$ cat src/rtl/tss_pkg.sv
// ----------------------------------------------------------------------------
// tss_pkg
// Shared widths, stage indexes and types of the triangle scanline span block.
// ----------------------------------------------------------------------------
package tss_pkg;

    localparam int COORD_W     = 16;
    localparam int DIFF_W      = COORD_W + 1;
    localparam int PROD_W      = 2 * DIFF_W;
    localparam int MAG_W       = 2 * COORD_W;
    localparam int QUO_W       = COORD_W;
    localparam int DIV_STEPS   = QUO_W;
    localparam int FRAC_SCALE  = 16;
    localparam int NUM_LANES   = 3;

    localparam int ST_PRE      = 0;
    localparam int ST_MUL      = 1;
    localparam int ST_ABS      = 2;
    localparam int ST_DIV0     = 3;
    localparam int ST_FIX      = ST_DIV0 + DIV_STEPS;
    localparam int ST_OUT      = ST_FIX + 1;
    localparam int PIPE_DEPTH  = ST_OUT + 1;

    typedef logic signed [COORD_W-1:0] t_coord;
    typedef logic signed [DIFF_W-1:0]  t_diff;
    typedef logic signed [PROD_W-1:0]  t_prod;
    typedef logic        [MAG_W-1:0]   t_mag;
    typedef logic        [QUO_W-1:0]   t_quo;

    typedef struct packed {
        logic [PIPE_DEPTH-1:0] load;
    } t_pipe_ctl;

endpackage

$ cat src/rtl/tss_pipe_ctl.sv
// ----------------------------------------------------------------------------
// tss_pipe_ctl
// Per-stage valid bits and load enables; bubbles collapse under stall.
// ----------------------------------------------------------------------------
module tss_pipe_ctl (
    input  logic               i_clk,
    input  logic               i_rst_n,
    input  logic               i_in_valid,
    input  logic               i_out_ready,
    output logic               o_in_ready,
    output logic               o_out_valid,
    output tss_pkg::t_pipe_ctl o_ctl
);
    import tss_pkg::*;

    localparam logic [PIPE_DEPTH-1:0] PIPE_ONE = PIPE_DEPTH'(1);

    logic [PIPE_DEPTH-1:0] r_valid;
    logic [PIPE_DEPTH-1:0] n_valid;
    logic [PIPE_DEPTH-1:0] load;
    logic                  accept;
    logic                  deliver;

    // a stage may load when the output drains or some stage at or after it is empty
    always_comb begin
        for (int k = 0; k < PIPE_DEPTH; k++) begin
            load[k] = i_out_ready || !(&(r_valid | ((PIPE_ONE << k) - PIPE_ONE)));
        end
    end

    always_comb begin
        n_valid[0] = load[0] ? i_in_valid : r_valid[0];
        for (int k = 1; k < PIPE_DEPTH; k++) begin
            n_valid[k] = load[k] ? r_valid[k-1] : r_valid[k];
        end
    end

    always_ff @(posedge i_clk) begin
        if (!i_rst_n) begin
            r_valid <= '0;
        end else begin
            r_valid <= n_valid;
        end
    end

    assign o_ctl.load  = load;
    assign o_in_ready  = load[0];
    assign o_out_valid = r_valid[PIPE_DEPTH-1];
    assign accept      = i_in_valid && load[0];
    assign deliver     = r_valid[PIPE_DEPTH-1] && i_out_ready;

    a_ready_when_drained: assert property (@(posedge i_clk) disable iff (!i_rst_n)
        !r_valid[PIPE_DEPTH-1] |-> o_in_ready)
        else $error("input stalled with empty output stage");

    a_accept_enters: assert property (@(posedge i_clk) disable iff (!i_rst_n)
        accept |=> r_valid[0])
        else $error("accepted beat not captured");

    a_conserve: assert property (@(posedge i_clk) disable iff (!i_rst_n)
        $past(i_rst_n) |-> ($countones(r_valid) == $past($countones(r_valid))
            + int'($past(accept)) - int'($past(deliver))))
        else $error("beat lost or duplicated in pipeline");

endmodule

$ cat config.mk
export PLATFORM = sky130hd
export DESIGN_NAME = tss_pipe_ctl
export DESIGN_NICKNAME = d
export VERILOG_FILES = /design/src/rtl/tss_pkg.sv /design/src/rtl/tss_pipe_ctl.sv
export SDC_FILE = /design/constraint.sdc
export NUM_CORES = 1
export LEC_CHECK = 0
export BUFFER_PORTS_ARGS = -buffer_cell sky130_fd_sc_hd__buf_2
export CORE_MARGIN = 4
export CORE_UTILIZATION = 45
export CTS_CLUSTER_DIAMETER = 150
export DETAILED_ROUTE_END_ITERATION = 8
export GPL_TIMING_DRIVEN = 0
export PLACE_DENSITY = 0.73
export SLEW_MARGIN = 20
export SYNTH_ARGS = -nofsm -noshare
export SYNTH_HDL_FRONTEND = slang
export SYNTH_SLANG_ARGS = --single-unit
$ cat constraint.sdc
create_clock -name i_clk -period 1.79 [get_ports i_clk]
set_input_delay 0.358 -clock i_clk [delete_from_list [all_inputs] [get_ports i_clk]]
set_output_delay 0.358 -clock i_clk [all_outputs]
set_load 0.005 [all_outputs]
# Yosys cells after proc, flatten, opt, wreduce, memory -nomap -nowiden
# Cells that the tools add are included.
# classes
reduce_logical	62
# op_table
cell	count
zero test 1 bit	21
logical OR 1 bit	21
AND reduction 21 bit	1
AND reduction 20 bit	1
AND reduction 19 bit	1
AND reduction 18 bit	1
AND reduction 17 bit	1
AND reduction 16 bit	1
AND reduction 15 bit	1
AND reduction 14 bit	1
AND reduction 13 bit	1
AND reduction 12 bit	1
AND reduction 11 bit	1
AND reduction 10 bit	1
AND reduction 9 bit	1
AND reduction 8 bit	1
AND reduction 7 bit	1
AND reduction 6 bit	1
AND reduction 5 bit	1
AND reduction 4 bit	1
AND reduction 3 bit	1
AND reduction 2 bit	1
# totals
regBits	21

# Depth between registers and ports, before layout
# logic_depth
ltp_word	3
depth_mapped	7
depth_no_buf	5

# Worst setup path after synthesis
# OpenSTA, ideal clock, no wires.
# synth_timing
kind	input port to output port
startpoint	input i_out_ready
endpoint	output o_ctl[0] in the netlist's numbering
arrival_ns	1.436
slack_ns	-0.004
path_stages	7
path_buffers	3
path_cell_list	and3b_1 -> buf_6 -> inv_4 -> nor4_4 -> buf_6 -> nand4_4 -> buf_4
# synth_between
elab_chain_cells	1
# synth_rtl
element	line	rtl
start: declaration	tss_pipe_ctl.sv:9	input logic i_out_ready,
logical OR 1 bit	tss_pipe_ctl.sv:27	load[k] = i_out_ready || !(&(r_valid | ((PIPE_ONE << k) - PIPE_ONE)));
end: declaration	tss_pipe_ctl.sv:12	output tss_pkg::t_pipe_ctl o_ctl
# No other way between the ends.

==> reports/qor.yml <==
sta:
  slew_violations: 0
  worst_slew_pin_slew_ns: 0.4434
  fmax_mhz: 479.9
  setup_violations: 16
  relSlewSlack: 0.7044
  finClkSkew_ns: 0.01746
  min_period_ns: 2.084
  fin_ws_ns: -0.2938
  finalHoldViolations: 0
  hold_ws_ns: 0.2866
  tns_ns: -3.005
  fin_crit_sh: 1.164
  rsz0062_at_grt: "yes"
clock_tree:
  clockRootBuffer: "clkbuf_4"
  clock-sinks: 21
  cts_tree: "yes"
  ctsHoldBuffers: 0
  cts_made_buffers: 3
  path_clk_slew_ns: 0.13
  clk_latency_ns: 0.31
  clockBufferDepth: 2
  htree_levels: 1
critical_path:
  end_kind: "output port"
  start_kind: "flop"
  critPathKind: "flop to output port"
  worstPathMaxFanout: 5
  critPathArrivalTime_ns: 1.73
  cp_data_required_time_ns: 1.43
final_layout:
  largest_register: "r_valid"
  area_delta_synth_final_pct: 58.27
  top_regs: "r_valid: 21 flops"
  drive_gt1_frac: 0.5796
  nets: 162
  antennaDiodeCount: 0
  largest_register_ffs: 21
pwr:
  total_power_mw: 0.7245
  combPwrFrac: 0.032
  ir_drop_mv: 0.5046
  power_density_nw_per_um2: 465.5
  pwr-share-clk: 0.317
  p_leak_nw: 0.6661
  switching_share: 0.2208
  p_int_mw: 0.5645
  p_seq_frac: 0.651
  p_sw_mw: 0.1599
global_routing:
  gr-total-overflow: 0
  grt_use_total: 0.1799
  first_global_vias: 869
  grt_max_degree: 13
  grt_pass1_wl_um: 3898
  antenna_found_initial: 0
route:
  wl_per_cell_um: 14.88
  dr.pass1.iters: 4
  drt-total-wl_um: 2737
  antenna_left: 0
  dr.first_iter.drc_count: 18
  routed-via-count: 930
  vias_per_cell: 5.054
  drcViolationCount: 0
place:
  gp_congestion: 0.7275
  hpwlAfterDp_um: 1437
  port_buffers: 26
synthesis:
  synth-xor-area-share: 0
  synthSimpleGateAreaFrac: 0.2863
  synth_seq_area_share: 0.4275
  ys_warn_count: 0
  synthFlopType: "dfxtp_1"
  synth.top_cell.area_share: 0.4275
  synth-seq-cells: 21
  synth.area.top_cells: "dfxtp_1 (43%), nand4_4 (6.5%), a21boi_2 (5.7%), inv_1 (5.7%), a21boi_0 (4.6%)"
  yosysTopAreaCell: "dfxtp_1"
  synth_nets: 106
  syn_area_per_cell_um2: 9.642
  synth.most_common_cell: "dfxtp_1"
  synth_fa_ha_area_frac: 0
  syn_area_um2: 983.4
  synth_top_family_by_area: "simple AND/OR/NAND/NOR gates"
  yosys-mux-area-fraction: 0
  syn_inst: 102
  synth_edf_count: 0
  synth_common_cells: "dfxtp_1 (21), inv_1 (15), nand2_1 (7)"
  synth_cell_type_count: 26
  async_flop_share: 0
  synth-compound-area-share: 0.1667
status:
  run_status: "finished with violations"
  violations: "negative setup slack"
die:
  die_y_um: 54.75
  core_region_area_um2: 2022
  dieWidth_um: 54.75
  initial_core_util: 0.4864
  row_count: 16
  die-area_um2: 2998
  num_io_pins: 27
hold_path:
  hold_path_class: "input port to flop"
run:
  drv_cap: 0
power groups by stage:
stage	clock [mW]	sequential (mW)	combinational, mW
final	0.230	0.471	0.0233
after floorplan	0	0.483	0.0155
after CTS	0.229	0.471	0.0229
after global placement	0	0.483	0.0223
after detailed placement	0	0.483	0.0228
after global routing	0.256	0.472	0.0254
worst max-delay path, cell delays in order (launching register included):
cell,delay [ns]
dfxtp_1,0.38
nand3_1,0.16
nor4_4,0.32
buf_6,0.18
nand4_4,0.10
buf_4,0.15
buf_2,0.11
per-stage QoR:
step	util	instance area, um2	cells	worst slack (ns)
after floorplan	-	983.4	102	0.1126
after global placement	0.5675	1147	155	-0.1570
after detailed placement	0.5675	1147	155	-0.1658
after CTS	0.7141	1444	179	-0.2202
after global routing	0.7698	1556	184	-0.4074
final	0.7698	1556	184	-0.2938
layout by cell type (no fill, tap or decap), types with 3 or more instances in the layout:
cell type	synthesis	routed
buf_4	2	21
buf_2	2	18
buf_6	2	14
inv_1	15	14
dfxtp_1	21	14
a21boi_0	6	6
dfxtp_2	0	6
a21boi_2	5	5
a21oi_1	5	5
nor2b_1	5	5
nand2_1	7	4
buf_12	0	4
nand3_2	4	3
nand3_4	0	3
nand4_4	3	3
o21a_1	3	3
clkbuf_4	0	3
worst paths after layout:
| kind | from | end | slack [ns] | cells past startpoint |
|---|---|---|---|---|
| hold reg to reg | r_valid[2]$_SDFFE_PN0P_ | r_valid[3]$_SDFFE_PN0P_ | 0.44 | 2 |
| setup / recovery | r_valid[13]$_SDFFE_PN0P_ | o_ctl[0] | -0.29 | 6 |
| hold / removal | i_in_valid | r_valid[0]$_SDFFE_PN0P_ | 0.29 | 3 |
| setup reg to reg | r_valid[13]$_SDFFE_PN0P_ | r_valid[7]$_SDFFE_PN0P_ | 0.08 | 8 |
metal layers:
metal	global-route usage	routed length (um)
met5	0	0
met4	0.02490	48
met3	0.03270	144
met2	0.3287	1514
met1	0.2202	1029
cell families after synthesis:
group           after synthesis
compound gates               21
buf+inv                      24
flops                        21
simple gates                 36
area by class of cell:
cell class,count,area (um2)
fillers,130,465.4
repair buffers,51,421.7
plain buffers,8,71.32
well taps,27,33.78
clock buffers,3,22.52
inverters,16,62.56
flip-flops and latches,21,431.7
clock inverters,1,5.005
multi-input cells,57,508.0
timing repair:
action	CTS	global route
hold endpoints to repair	0	0
endpoints found under the setup margin	17	17
buffers inserted	20	5
resized for setup	21	15
pin swaps	4	2
Power figures use the tool's default switching activity.
