### src/rtl/tss_pkg.sv
// ----------------------------------------------------------------------------
// tss_pkg
// Shared widths, stage indexes and types of the triangle scanline span block.
// ----------------------------------------------------------------------------
package tss_pkg;

    localparam int COORD_W     = 16;
    localparam int DIFF_W      = COORD_W + 1;
    localparam int PROD_W      = 2 * DIFF_W;
    localparam int MAG_W       = 2 * COORD_W;
    localparam int QUO_W       = COORD_W;
    localparam int DIV_STEPS   = QUO_W;
    localparam int FRAC_SCALE  = 16;
    localparam int NUM_LANES   = 3;

    localparam int ST_PRE      = 0;
    localparam int ST_MUL      = 1;
    localparam int ST_ABS      = 2;
    localparam int ST_DIV0     = 3;
    localparam int ST_FIX      = ST_DIV0 + DIV_STEPS;
    localparam int ST_OUT      = ST_FIX + 1;
    localparam int PIPE_DEPTH  = ST_OUT + 1;

    typedef logic signed [COORD_W-1:0] t_coord;
    typedef logic signed [DIFF_W-1:0]  t_diff;
    typedef logic signed [PROD_W-1:0]  t_prod;
    typedef logic        [MAG_W-1:0]   t_mag;
    typedef logic        [QUO_W-1:0]   t_quo;

    typedef struct packed {
        logic [PIPE_DEPTH-1:0] load;
    } t_pipe_ctl;

endpackage

### src/rtl/tss_span_merge.sv
// ----------------------------------------------------------------------------
// tss_span_merge
// Pair the two crossed edges, order them and hold the span beat.
// ----------------------------------------------------------------------------
module tss_span_merge (
    input  logic                          i_clk,
    input  logic                          i_rst_n,
    input  tss_pkg::t_pipe_ctl            i_ctl,
    input  logic                          i_out_valid,
    input  logic [tss_pkg::NUM_LANES-1:0] i_hit,
    input  tss_pkg::t_coord               i_x [tss_pkg::NUM_LANES],
    output logic                          o_span_valid,
    output tss_pkg::t_coord               o_left,
    output tss_pkg::t_coord               o_right
);
    import tss_pkg::*;

    logic   pair_ok;
    t_coord xp;
    t_coord xq;
    logic   r_span_valid;
    t_coord r_left;
    t_coord r_right;

    always_comb begin
        pair_ok = 1'b1;
        xp      = i_x[0];
        xq      = i_x[1];
        case (i_hit)
            3'b011: begin
                xp = i_x[0];
                xq = i_x[1];
            end
            3'b110: begin
                xp = i_x[1];
                xq = i_x[2];
            end
            3'b101: begin
                xp = i_x[2];
                xq = i_x[0];
            end
            default: begin
                pair_ok = 1'b0;
            end
        endcase
    end

    always_ff @(posedge i_clk) begin
        if (i_ctl.load[ST_OUT]) begin
            r_span_valid <= pair_ok;
            r_left       <= !pair_ok ? '0 : ((xp <= xq) ? xp : xq);
            r_right      <= !pair_ok ? '0 : ((xp <= xq) ? xq : xp);
        end
    end

    assign o_span_valid = r_span_valid;
    assign o_left       = r_left;
    assign o_right      = r_right;

    a_ordered: assert property (@(posedge i_clk) disable iff (!i_rst_n)
        (i_out_valid && r_span_valid) |-> (r_left <= r_right))
        else $error("span ends out of order");

    a_empty_zero: assert property (@(posedge i_clk) disable iff (!i_rst_n)
        (i_out_valid && !r_span_valid) |-> (r_left == '0 && r_right == '0))
        else $error("empty span carries nonzero ends");

endmodule

### config.mk
export PLATFORM = sky130hd
export DESIGN_NAME = tss_span_merge
export DESIGN_NICKNAME = d
export VERILOG_FILES = /design/src/rtl/tss_pkg.sv /design/src/rtl/tss_span_merge.sv
export SDC_FILE = /design/constraint.sdc
export NUM_CORES = 1
export LEC_CHECK = 0
export ABC_AREA = 1
export BUFFER_PORTS_ARGS = -buffer_cell sky130_fd_sc_hd__buf_2
export CAP_MARGIN = 20
export CORE_MARGIN = 5
export CORE_UTILIZATION = 40
export DETAILED_ROUTE_END_ITERATION = 12
export PLACE_DENSITY_LB_ADDON = 0.3
export SLEW_MARGIN = 0
export SYNTH_ARGS = -nofsm -noshare
export SYNTH_HDL_FRONTEND = slang
export SYNTH_SLANG_ARGS = --single-unit
### constraint.sdc
create_clock -name i_clk -period 7.2 [get_ports i_clk]
set_clock_uncertainty 0.2 [all_clocks]
set_input_delay 0 -clock i_clk [delete_from_list [all_inputs] [get_ports i_clk]]
set_output_delay 0 -clock i_clk [all_outputs]
set_load 0.02 [all_outputs]
Yosys cells after proc, flatten, opt, wreduce, memory -nomap -nowiden

Cells that the tools add are included.

Bits in registers: 33
Bits in read-only memories: 0
Logic and storage cells: 13
Memories kept: 0
Bits of input ports: 75
Bits in latches: 0
Output and inout bits: 33
RAM bits: 0

Reductions and logical operators: 1
Add/subtract/negate cells: 0
$mul: 0
Shift-type cells: 0
Mux-type cells: 5
Equality and inequality tests: 3
Magnitude comparators: 1
Div/mod/pow operators: 0
Bitwise logic cells: 0

Operator list:

| operator                                            | count |
|---|---|
| one-hot mux 16 bit (2 select lines)                 | 2 |
| 2-to-1 mux 16 bit                                   | 2 |
| less-or-equal comparator 16 bit                     | 1 |
| equality test 3 bit, second input constant          | 2 |
| equality test 3 x 2 -> 1 bit, second input constant | 1 |
| OR reduction 3 bit                                  | 1 |
| 2-to-1 mux 1 bit                                    | 1 |

Longest topological paths before layout

Depth after elaboration: 4
Mapped depth: 25
Depth with buffers taken out: 22

Least setup slack after synthesis

OpenSTA, ideal clock, no wires.

Path type: input to register
From: in i_hit[2] (netlist name)
To: reg r_right[10], in the netlist o_right[10] (data pin)
Setup time: 0.253 ns
Path slack: 4.423 ns
Required time: 6.747 ns
Path buffers: 4
Stages: 17
Arrival time: 2.325 ns
Cell sequence: buf_2 > nand3_1 > clkbuf_1 > o22ai_1 > a21oi_1 > inv_1 > ha_1 > a21oi_1 > o21ai_0 > nor2_1 > nand2_1 > nand2_2 > nand3_2 > buf_6 > buf_4 > nor2_1 > nor2_1

Longest elaborated chain between the ends: 4
Elaborated cells on any way between the ends: 9
Those cells by class: order compare (1); eq/ne (3); mux (4); reduce/logical (1)

Ends and longest elaborated chain:

| what                                | RTL line             | text |
|---|---|---|
| start: declaration                  | tss_span_merge.sv:10 | `input logic [tss_pkg::NUM_LANES-1:0] i_hit,` |
| equality test 3 bit                 | tss_span_merge.sv:29 | `case (i_hit)` |
| one-hot mux 16 bit (2 select lines) | tss_span_merge.sv:29 |  |
| less-or-equal comparator 16 bit     | tss_span_merge.sv:52 | `r_right <= !pair_ok ? '0 : ((xp <= xq) ? xq : xp);` |
| 2-to-1 mux 16 bit                   | tss_span_merge.sv:52 |  |
| end signal: assignment              | tss_span_merge.sv:52 |  |
| end: declaration                    | tss_span_merge.sv:23 | `t_coord r_right;` |

Several ways; a longest one is shown, not always the timed one.
A chain may end at the register's enable or synchronous reset.

Worst setup path after layout

From: in i_hit[0] (netlist name)
To: reg r_right[3], in the netlist o_right[3] (data pin)

The elaborated chain is that of the path after synthesis.

==> results.sh <==
export IMPL_synth_cells=394
export IMPL_worstMarginPinSlew_ns=0.894
export IMPL_place_hpwl_um=5320
export IMPL_syn_area_sq_um=2760
export IMPL_most_common_layout_cells="buf_2 (85), nand2_1 (83), inv_1 (72)"
export IMPL_place_congestion=0.782
export IMPL_num_nets_final=578
export IMPL_grt_pass1_wl_um=12600
export IMPL_timing_slew_headroom=0.403
export IMPL_final_core_util=0.513
export IMPL_die_w_um=93.1
export IMPL_yosysWarnings=0
export IMPL_grt_pass1_vias=2826
export IMPL_fillCellCount=683
export IMPL_rsz0062_at_grt="false"
export IMPL_vias_per_cell=5.03
export IMPL_yosys_cell_types_count=22
export IMPL_final_cells=567
export IMPL_finalSetupViolCount=0
export IMPL_switching_power_w=0.000255
export IMPL_max_freq_ghz=0.205
export IMPL_insertedDiodeCount=0
export IMPL_antenna_found_initial=0
export IMPL_grt_ovfl_total=0
export IMPL_ir_worst_vdd_v=0.0000824
export IMPL_critPathLaunchType="input pin"
export IMPL_drt_initial_drc_count=130
export IMPL_power_frac_seq=0.378
export IMPL_core_area_sq_um=6760
export IMPL_layout_commonest_cell="buf_2"
export IMPL_p_comb_frac=0.431
export IMPL_grt_usage=0.181
export IMPL_cts_setup_buffers=0
export IMPL_setup_worst_path_end_class="register"
export IMPL_synth_area_leaders="edfxtp_1 (36%), nand2_1 (11%), inv_1 (9.8%)"
export IMPL_fin_total_pwr_w=0.000662
export IMPL_synth_largest_area_cell="edfxtp_1"
export IMPL_dieArea_sq_um=8660
export IMPL_synth_area_per_cell_sq_um=7.01
export IMPL_p_per_area_nw_per_um2=191
export IMPL_clock_path_buffers=2
export IMPL_worstPathRequired_ns=7.04
export IMPL_rows=30
export IMPL_syn_num_nets=485
export IMPL_clkPwrFrac=0.192
export IMPL_cts_tree="built"
export IMPL_cts_sinks=33
export IMPL_clock_root_buffer="clkbuf_8"
export IMPL_crit_path_max_fanout=48
export IMPL_drt_drc_violations_left=0
export IMPL_worstPathArrival_ns=4.72
export IMPL_numCtsBuffers=5
export IMPL_slew_viol_final=0
export IMPL_dpl_cell_count=540
export IMPL_grt_start_max_net_pins=49
export IMPL_io_buffers=85
export IMPL_swShare=0.385
export IMPL_vias=2853
export IMPL_p_int_w=0.000407
export IMPL_cts_max_level=2
export IMPL_leakage_nw=1.84
export IMPL_final_hold_viol_count=0
export IMPL_initial_utilization=0.409
export IMPL_die_h_um=93.1
export IMPL_routedWlPerCell_um=13.4
export IMPL_dr_pass1_iters=4
export IMPL_synth_top_area_frac=0.359
export IMPL_area_growth_syn_to_layout_pct=25.6
export IMPL_min_from="i_x[17]"
export IMPL_antenna_left=0
export IMPL_crit_type="in2reg"
export IMPL_yosys_register_bits=33
export IMPL_hp_class="in2reg"
export IMPL_clkSlewWorstSetupHoldPaths_ns=0.06
export IMPL_post_route_min_period_ns=4.88
export IMPL_seq_area_frac_synth=0.359
export IMPL_whs_path_depth=5
export IMPL_final_setup_tns_ns=0
export IMPL_io_pins=108
export IMPL_routed_wl_um=7590
export IMPL_drive_gt1_frac=0.222
export IMPL_outcome="finished, final reports clean"
export IMPL_hold_end="o_right[1]"
export IMPL_period_share=0.678
export IMPL_drv_cap=0
[power by group through the flow]
stage               clock (W)  sequential, W  combinational (W)
finish               0.000127       0.000250           0.000285
global route         0.000139       0.000252           0.000324
detailed placement          0       0.000254           0.000276
CTS                  0.000132       0.000251           0.000287
global placement            0       0.000254           0.000269
floorplan                   0       0.000287           0.000172
[repair_timing]
action	in CTS	in global routing
hold endpoints to repair	18	0
resized for setup	0	0
hold buffers	20	0
[critical path, cell delays in order]
cell and delay (ns):
buf_2 0.09, inv_1 0.06, nor2_4 0.39, nand2_2 0.39, nand2_1 0.17, inv_2 0.26
a21oi_1 0.31, inv_1 0.10, ha_1 0.39, nand4_1 0.16, nor2_1 0.17, nand3_1 0.55
nand3_2 0.86, nand2_1 0.11, nand2_1 0.09, nor2_1 0.04, dlygate4sd3_1 0.55
[final cells by class]
class | instances | area (sq um) | share of cell area
timing repair buffer | 107 | 641 | 0.185
clock buffer | 6 | 72.6 | 0.0209
inverter | 73 | 274 | 0.0790
tap | 80 | 100 | 0.0289
clock inverter | 1 | 3.75 | 0.00108
sequential | 33 | 991 | 0.286
multi-input combinational | 267 | 1390 | 0.399
[per-stage QoR]
step                worst slack, ns  hold WS, ns  area [sq um]
finish                         2.32     0.000582          3470
detailed placement             2.52        0.246          3190
global route                   1.83       0.0287          3470
global placement               2.66        0.248          3190
floorplan                      4.42      -0.0875          2760
CTS                            2.31      0.00523          3470
[cell families after synthesis]
group,share of synthesized area
flops,0.359
compound gates,0.154
simple gates,0.275
buf+inv,0.139
fa+ha+maj,0.0725
[synth_stat cells, drive strengths merged]
library cell,number
nand4,17
edfxtp,33
ha,16
a21oi,38
buf,12
clkbuf,9
o22ai,16
nor2,55
a21o,1
inv,73
nand2,85
nand3,21
o21ai,18
[sequential cells by signal, indices dropped and copies added (netlist names)]
signal / cells
o_left: 16
o_right: 16
o_span_valid: 1
[layer usage]
metal / routed length (um) / GRT usage / vias up
met5: 0 / 0 / -
met4: 98 / 0.0586 / 0
met3: 597 / 0.0298 / 8
met2: 3610 / 0.317 / 98
met1: 3280 / 0.226 / 1276
li1: - / - / 1471
[how the worst max path moves through the flow]
stage | startpoint | end | slack, ns | cells past startpoint
after floorplan | i_hit[2] | o_right[10] | 4.42 | 17
after global placement | i_hit[0] | o_right[8] | 2.66 | 16
after detailed placement | i_hit[0] | o_right[11] | 2.52 | 15
after CTS | i_hit[0] | o_right[3] | 2.31 | 17
after global routing | i_hit[0] | o_left[11] | 1.83 | 17
final | i_hit[0] | o_right[3] | 2.32 | 17
Note: power is estimated with default switching activity, not from simulation.
