<file path="config.mk">
export PLATFORM = sky130hd
export DESIGN_NAME = tss_edge_lane
export DESIGN_NICKNAME = d
export VERILOG_FILES = /design/src/rtl/tss_pkg.sv /design/src/rtl/tss_edge_lane.sv
export SDC_FILE = /design/constraint.sdc
export NUM_CORES = 2
export LEC_CHECK = 0
export BUFFER_PORTS_ARGS = -buffer_cell sky130_fd_sc_hd__buf_2
export CORE_UTILIZATION = 40
export DETAILED_ROUTE_END_ITERATION = 7
export GPL_TIMING_DRIVEN = 0
export PLACE_DENSITY = 0.66
export SYNTH_ARGS = -nofsm -noshare
export SYNTH_HDL_FRONTEND = slang
export SYNTH_SLANG_ARGS = --single-unit
</file>
<file path="constraint.sdc">
create_clock -name i_clk -period 15.2 [get_ports i_clk]
set_clock_uncertainty 0.1 [all_clocks]
set_input_delay 1.52 -clock i_clk [delete_from_list [all_inputs] [get_ports i_clk]]
set_output_delay 1.52 -clock i_clk [all_outputs]
set_load 0.005 [all_outputs]
</file>
<file path="src/rtl/tss_pkg.sv">
// ----------------------------------------------------------------------------
// tss_pkg
// Shared widths, stage indexes and types of the triangle scanline span block.
// ----------------------------------------------------------------------------
package tss_pkg;

    localparam int COORD_W     = 16;
    localparam int DIFF_W      = COORD_W + 1;
    localparam int PROD_W      = 2 * DIFF_W;
    localparam int MAG_W       = 2 * COORD_W;
    localparam int QUO_W       = COORD_W;
    localparam int DIV_STEPS   = QUO_W;
    localparam int FRAC_SCALE  = 16;
    localparam int NUM_LANES   = 3;

    localparam int ST_PRE      = 0;
    localparam int ST_MUL      = 1;
    localparam int ST_ABS      = 2;
    localparam int ST_DIV0     = 3;
    localparam int ST_FIX      = ST_DIV0 + DIV_STEPS;
    localparam int ST_OUT      = ST_FIX + 1;
    localparam int PIPE_DEPTH  = ST_OUT + 1;

    typedef logic signed [COORD_W-1:0] t_coord;
    typedef logic signed [DIFF_W-1:0]  t_diff;
    typedef logic signed [PROD_W-1:0]  t_prod;
    typedef logic        [MAG_W-1:0]   t_mag;
    typedef logic        [QUO_W-1:0]   t_quo;

    typedef struct packed {
        logic [PIPE_DEPTH-1:0] load;
    } t_pipe_ctl;

endpackage

</file>
<file path="src/rtl/tss_edge_lane.sv">
// ----------------------------------------------------------------------------
// tss_edge_lane
// One edge: half-open hit test, product, restoring divide, crossing x.
// ----------------------------------------------------------------------------
module tss_edge_lane (
    input  logic               i_clk,
    input  tss_pkg::t_pipe_ctl i_ctl,
    input  logic               i_line_ok,
    input  tss_pkg::t_coord    i_xa,
    input  tss_pkg::t_coord    i_ya,
    input  tss_pkg::t_coord    i_xb,
    input  tss_pkg::t_coord    i_yb,
    input  tss_pkg::t_coord    i_y,
    output logic               o_hit,
    output tss_pkg::t_coord    o_x
);
    import tss_pkg::*;

    logic   hit;
    logic   r_pre_hit;
    t_diff  r_dy;
    t_diff  r_dx;
    t_diff  r_den;
    t_coord r_pre_xa;

    logic   r_mul_hit;
    t_prod  r_prod;
    t_diff  r_mul_den;
    t_coord r_mul_xa;

    t_prod  prod_neg;
    t_diff  den_neg;

    t_mag   r_rem [DIV_STEPS+1];
    t_quo   r_quo [DIV_STEPS+1];
    t_quo   r_dvs [DIV_STEPS+1];
    logic   r_neg [DIV_STEPS+1];
    logic   r_hit [DIV_STEPS+1];
    t_coord r_xa  [DIV_STEPS+1];

    t_diff  quo_ext;
    t_diff  quo_signed;
    logic   r_fix_hit;
    t_coord r_x;

    assign hit = i_line_ok && (((i_ya <= i_y) && (i_yb > i_y)) ||
                               ((i_yb <= i_y) && (i_ya > i_y)));

    always_ff @(posedge i_clk) begin
        if (i_ctl.load[ST_PRE]) begin
            r_pre_hit <= hit;
            r_dy      <= t_diff'(i_y)  - t_diff'(i_ya);
            r_dx      <= t_diff'(i_xb) - t_diff'(i_xa);
            r_den     <= t_diff'(i_yb) - t_diff'(i_ya);
            r_pre_xa  <= i_xa;
        end
    end

    always_ff @(posedge i_clk) begin
        if (i_ctl.load[ST_MUL]) begin
            r_mul_hit <= r_pre_hit;
            r_prod    <= t_prod'(r_dy) * t_prod'(r_dx);
            r_mul_den <= r_den;
            r_mul_xa  <= r_pre_xa;
        end
    end

    assign prod_neg = -r_prod;
    assign den_neg  = -r_mul_den;

    // magnitudes; quotient sign is set back after the divide
    always_ff @(posedge i_clk) begin
        if (i_ctl.load[ST_ABS]) begin
            r_rem[0] <= r_prod[PROD_W-1] ? prod_neg[MAG_W-1:0] : r_prod[MAG_W-1:0];
            r_dvs[0] <= r_mul_den[DIFF_W-1] ? den_neg[QUO_W-1:0] : r_mul_den[QUO_W-1:0];
            r_quo[0] <= '0;
            r_neg[0] <= r_prod[PROD_W-1] ^ r_mul_den[DIFF_W-1];
            r_hit[0] <= r_mul_hit;
            r_xa[0]  <= r_mul_xa;
        end
    end

    for (genvar k = 0; k < DIV_STEPS; k++) begin : g_div
        localparam int BIT = QUO_W - 1 - k;
        t_mag trial;
        logic fits;

        assign trial = t_mag'(r_dvs[k]) << BIT;
        assign fits  = r_rem[k] >= trial;

        always_ff @(posedge i_clk) begin
            if (i_ctl.load[ST_DIV0+k]) begin
                r_rem[k+1] <= fits ? r_rem[k] - trial : r_rem[k];
                r_quo[k+1] <= r_quo[k] | (t_quo'(fits) << BIT);
                r_dvs[k+1] <= r_dvs[k];
                r_neg[k+1] <= r_neg[k];
                r_hit[k+1] <= r_hit[k];
                r_xa[k+1]  <= r_xa[k];
            end
        end
    end

    assign quo_ext    = t_diff'({1'b0, r_quo[DIV_STEPS]});
    assign quo_signed = r_neg[DIV_STEPS] ? -quo_ext : quo_ext;

    always_ff @(posedge i_clk) begin
        if (i_ctl.load[ST_FIX]) begin
            r_fix_hit <= r_hit[DIV_STEPS];
            r_x       <= r_xa[DIV_STEPS] + quo_signed[COORD_W-1:0];
        end
    end

    assign o_hit = r_fix_hit;
    assign o_x   = r_x;

endmodule

</file>
Word level (Yosys, flattened, before mapping)
Memory sizes are Yosys's and may differ from the RTL's. A register that Yosys moved wholly into a read port is not among the register bits.
Index checks and enable logic that the tools add are counted.
Widths: inputs -> output; s select.

storage, ports and cells
  bits in read-only memories = 0
  bits in writable memories = 1,394
  output and inout port bits = 17
  bits in latches = 0
  register bits = 152
  memories kept = 6
  logic and storage cells = 134

cells by class
  shift-type cells = 0
  mux-type cells = 53
  bitwise logic cells = 17
  magnitude comparators = 20
  add/sub/neg operators = 23
  multipliers = 1
  div/mod/pow operators = 0
  eq/ne operators = 0
  reductions and logical operators = 4

memory list
  memory  words  width  rd ports  clocked after memory_dff  write ports  RTL line             RTL
  r_rem   17     32     16        0                         17           tss_edge_lane.sv:34  t_mag r_rem [DIV_STEPS+1];
  r_dvs   17     16     16        0                         17           tss_edge_lane.sv:36  t_quo r_dvs [DIV_STEPS+1];
  r_quo   17     16     17        0                         17           tss_edge_lane.sv:35  t_quo r_quo [DIV_STEPS+1];
  r_xa    17     16     17        0                         17           tss_edge_lane.sv:39  t_coord r_xa [DIV_STEPS+1];
  r_hit   17     1      17        1                         17           tss_edge_lane.sv:38  logic r_hit [DIV_STEPS+1];
  r_neg   17     1      17        0                         17           tss_edge_lane.sv:37  logic r_neg [DIV_STEPS+1];

operators by type and width
  cell              number
  $mux 32           17
  $sub 16x16->17    3
  $mul 17x17->34    1
  $mux 1            34
  $ge 32x16->1      1
  $ge 32x17->1      1
  $ge 32x18->1      1
  $ge 32x19->1      1
  $ge 32x20->1      1
  $ge 32x21->1      1
  $ge 32x22->1      1
  $ge 32x23->1      1
  $ge 32x24->1      1
  $ge 32x25->1      1
  $ge 32x26->1      1
  $ge 32x27->1      1
  $ge 32x28->1      1
  $ge 32x29->1      1
  $ge 32x30->1      1
  $ge 32x31->1      1
  $gt 16x16->1      2
  $le 16x16->1      2
  $mux 16           2
  $neg 16->16       2
  other kinds (37)  39

Logic depth before layout (Yosys ltp)
  depth after elaboration = 4
  mapped depth = 26

Worst setup path after synthesis
OpenSTA, ideal clock, no wires.

  path kind = reg-to-reg
  start point = reg r_dy[16]
  end point = reg r_prod[33], data pin
  cell stages (with the launch flop) = 21
  data required time = 14,840 ps
  arrival time = 6,107 ps
  slack = 8,733 ps
  clock period less this slack = 6,467 ps
  buffers on the path = 1
  path through = edfxtp_1 clkbuf_1 nand2_1 fa_1 inv_1 fa_1 fa_1 fa_1 fa_1 inv_1 fa_1 inv_1 ha_1 and3_1 nand4_1 a21o_1 a31oi_1 a2111oi_0 o21bai_1 a21oi_1 xnor2_1

on the way
  longest elaborated chain between the ends = 1

ends and longest elaborated chain
  what                    RTL line             RTL
  start, declared         tss_edge_lane.sv:21  t_diff r_dy;
  start signal, assigned  tss_edge_lane.sv:52  r_dy <= t_diff'(i_y) - t_diff'(i_ya);
  $mul 17x17->34          tss_edge_lane.sv:62  r_prod <= t_prod'(r_dy) * t_prod'(r_dx);
  end signal, assigned    tss_edge_lane.sv:62
  end, declared           tss_edge_lane.sv:27  t_prod r_prod;

No other way between the ends.
A chain may end at the register's enable or synchronous reset.

Final worst setup path
  start point = reg r_dy[10]
  end point = reg r_prod[33], data pin

The elaborated chain is that of the path after synthesis.

==> out/qor.txt <==
Largest net degree at the start of global routing: 78
Max-cap viol count: 0
Chip height: 430.0 um
Worst R2R End: r_prod[33]
Fin nets: 6941
Setup repair bufs after CTS: 0
Reg2Reg Depth: 20
Cell Area, Synth: 73280 um^2
Global-route wire length before repair: 229.2 mm
RSZ-0062 raised after global routing: no
Sequence of cells on the critical path: clkbuf_1 > nand2_1 > fa_1 > fa_1 > fa_1 > fa_1 > inv_1 > fa_1 > fa_1 > ha_1 > clkbuf_1 > and4_1 > a31o_2 > o21ai_0 > a21o_1 > a31oi_1 > a2111oi_0 > o21bai_1 > a21oi_1 > xnor2_1
CORE AREA: 181300 um^2
Drt first pass iters: 8
Via count: 43270
R2R Path Start: r_dy[10]
Area contributors post-synth: edfxtp_1 56%, fa_1 8.6%, ha_1 7.2%, inv_1 3.9%, xnor2_1 3.1%
RD Place Congestion: 0.9246
Worst Path Class, Setup: flop to flop
Hold path cells: 0
Outcome: finished clean
Crit path capture type: flop
Yosys warnings: 0
Seq cells post-synth: 1362
Clock Latency Late Sink: 0.78 ns
CP required: 15.61 ns
Crit start category: flop
Minimum clock period: 8.416 ns
Critical path peak fanout: 10
Initial antenna violation count: 8
Met2 wire length: 71.85 mm
Critical Path Slowest Stage Cell: edfxtp_1
Clock transition at path regs: 0.06 ns
Area Growth Syn to Fin: 11.07%
Placed Area: 77000 um^2
PortBufs: 118
Via density: 5.046
Row count: 156
Slew margin rel.: 0.1599
Worst-case clock buffer depth: 3
Mean Syn Cell Area: 12.55 um^2
Final setup vio count: 0
Hold worst-path end: r_xa[0][45]
DP HPWL: 108.9 mm
Starting Density: 0.4041
I/O pins: 120
Post-route design area: 81390 um^2
EDFF count, synth: 1362
All-Layer GR Usage: 0.1548
Final ANT Viol Nets: 0
H-tree Lvls: 4
CTS Hold Bufs: 0
Post-synth cell types: 73
Synth top area share: 0.5581
Met1 WL: 57.22 mm
Final Hold Fails: 0
Resized cells post-CTS: 0
Die width: 430.0 um
Slew Limit Fails: 0
Worst path max stage delay: 0.72 ns
Wire length on met3: 5.709 mm
DR iter-0 viols: 2521
Most common cell on crit path: fa_1
CTS tree: done
Final period util: 0.5537
Sink Count: 1362
FFs w/ async S/R, synth: 0
Hold Crit Class: flop to flop
Total gr overflow: 0
Die area: 184900 um^2
Worst reg-to-reg setup slack: 6.78 ns
Synth Flop Type: edfxtp_1
Crit path DAT: 8.83 ns
Root buffer cell: clkbuf_16
CTS buffer count: 137
DRC: 0
Max frequency: 118.8 MHz
Share of cells above drive strength 1: 0.06270
Slew of the pin with the lowest slew margin: 1.244 ns
Cell taking the most area after synthesis: edfxtp_1
Per-cell routed wire length: 16.42 um
Worst hold start: r_xa[0][29]
WL final: 140.8 mm
Syn_nets: 6679
Highest routed layer: met5
Setup Total Neg Slack: 0 ns
Synth Instances: 5837
Post-synthesis sequential area ratio: 0.5581
Vias in the first global route: 45320
cell usage in the layout (no fill, tap or decap), types with 114 or more instances in the layout:
cell type | Yosys | final
and2_1 | 138 | 138
nor2_1 | 268 | 268
nand2_1 | 447 | 447
a21oi_1 | 245 | 245
inv_1 | 766 | 766
o21ai_0 | 302 | 302
clkbuf_16 | 0 | 137
xor2_1 | 168 | 168
xnor2_1 | 257 | 257
a21o_1 | 114 | 114
ha_1 | 424 | 424
fa_1 | 315 | 315
edfxtp_1 | 1362 | 1362
critical path: cells and delay by family (launching register included):
kind | cells | cell delay, ns
fa+ha+maj | 7 | 3.28
compound gates | 7 | 2.36
buf+inv | 3 | 0.97
flops | 1 | 0.72
simple gates | 2 | 0.41
xor+xnor | 1 | 0.28
how the worst max path moves through the flow:
stage | from | to | slack, ns
after detailed placement | r_dy[10] | r_prod[33] | 6.73
after global routing | r_dy[10] | r_prod[33] | 6.22
final | r_dy[10] | r_prod[33] | 6.78
after floorplan | r_dy[16] | r_prod[33] | 8.73
after global placement | r_dy[10] | r_prod[33] | 6.75
after CTS | r_dy[10] | r_prod[33] | 6.70
state kept, by name, indices dropped and copies added (netlist names):
register / flops
o_hit: 1
o_x: 16
r_den: 17
r_dvs: 256
r_dx: 17
r_dy: 17
r_hit: 17
r_mul_den: 17
r_mul_hit: 1
r_mul_xa: 16
r_neg: 17
r_pre_hit: 1
r_pre_xa: 16
r_prod: 33
r_quo: 136
r_rem: 512
r_xa: 272
synthesized netlist by cell type, types with 56 or more instances:
cell and n:
o21a_1 56, nand2_1 447, nand3_1 56, xor2_1 168
a21o_1 114, inv_1 766, ha_1 424, o21ai_0 302
clkbuf_1 85, fa_1 315, nor2b_1 72, a21oi_1 245
and2_1 138, xnor2_1 257, nor3_1 92, nor2_1 268
edfxtp_1 1362, nand2b_1 64
cell type report:
cell class                      count  area [um^2]
Antenna cell                        2        5.005
Buffer                             95        382.9
Clock buffer                      164         3530
Clock inverter                     80        850.8
Fill cell                       16050        99940
Inverter                          767         2879
Multi-Input combinational cell   3613        29120
Sequential cell                  1362        40900
Tap cell                         2370         2965
Timing Repair Buffer              123        758.2
kinds of logic (layout without fill, tap and decap cells):
logic type / Yosys count / after routing / synth area share
and+or+nand+nor: 1401 / 1401 / 0.09490
AOI/OAI and AO/OA: 993 / 993 / 0.08508
other: 0 / 2 / 0
buffers and inverters: 862 / 1229 / 0.04451
DFF: 1362 / 1362 / 0.5581
muxes: 55 / 55 / 0.008111
xor gates and xnor gates: 425 / 425 / 0.05080
adders and majority gates: 739 / 739 / 0.1585
per-stage QoR:
| step | util | instances | setup slack (ns) | hold slack [ns] |
|---|---|---|---|---|
| after floorplan | - | 5837 | 8.733 | 0.3003 |
| after global placement | 0.4237 | 8325 | 6.752 | 0.3018 |
| after detailed placement | 0.4247 | 8330 | 6.729 | 0.3045 |
| after CTS | 0.4488 | 8574 | 6.699 | 0.2934 |
| after global routing | 0.4489 | 8575 | 6.218 | 0.3005 |
| final | 0.4489 | 8576 | 6.784 | 0.3072 |
metal layers:
layer  vias up  track usage
met3       324      0.02491
met4         4      0.07084
li1      21160            -
met1     20860       0.1765
met2       924       0.2823
met5         -            0
Power is not shown: default switching activity piles up to over one toggle a cycle in this logic, so the estimate is an artifact.
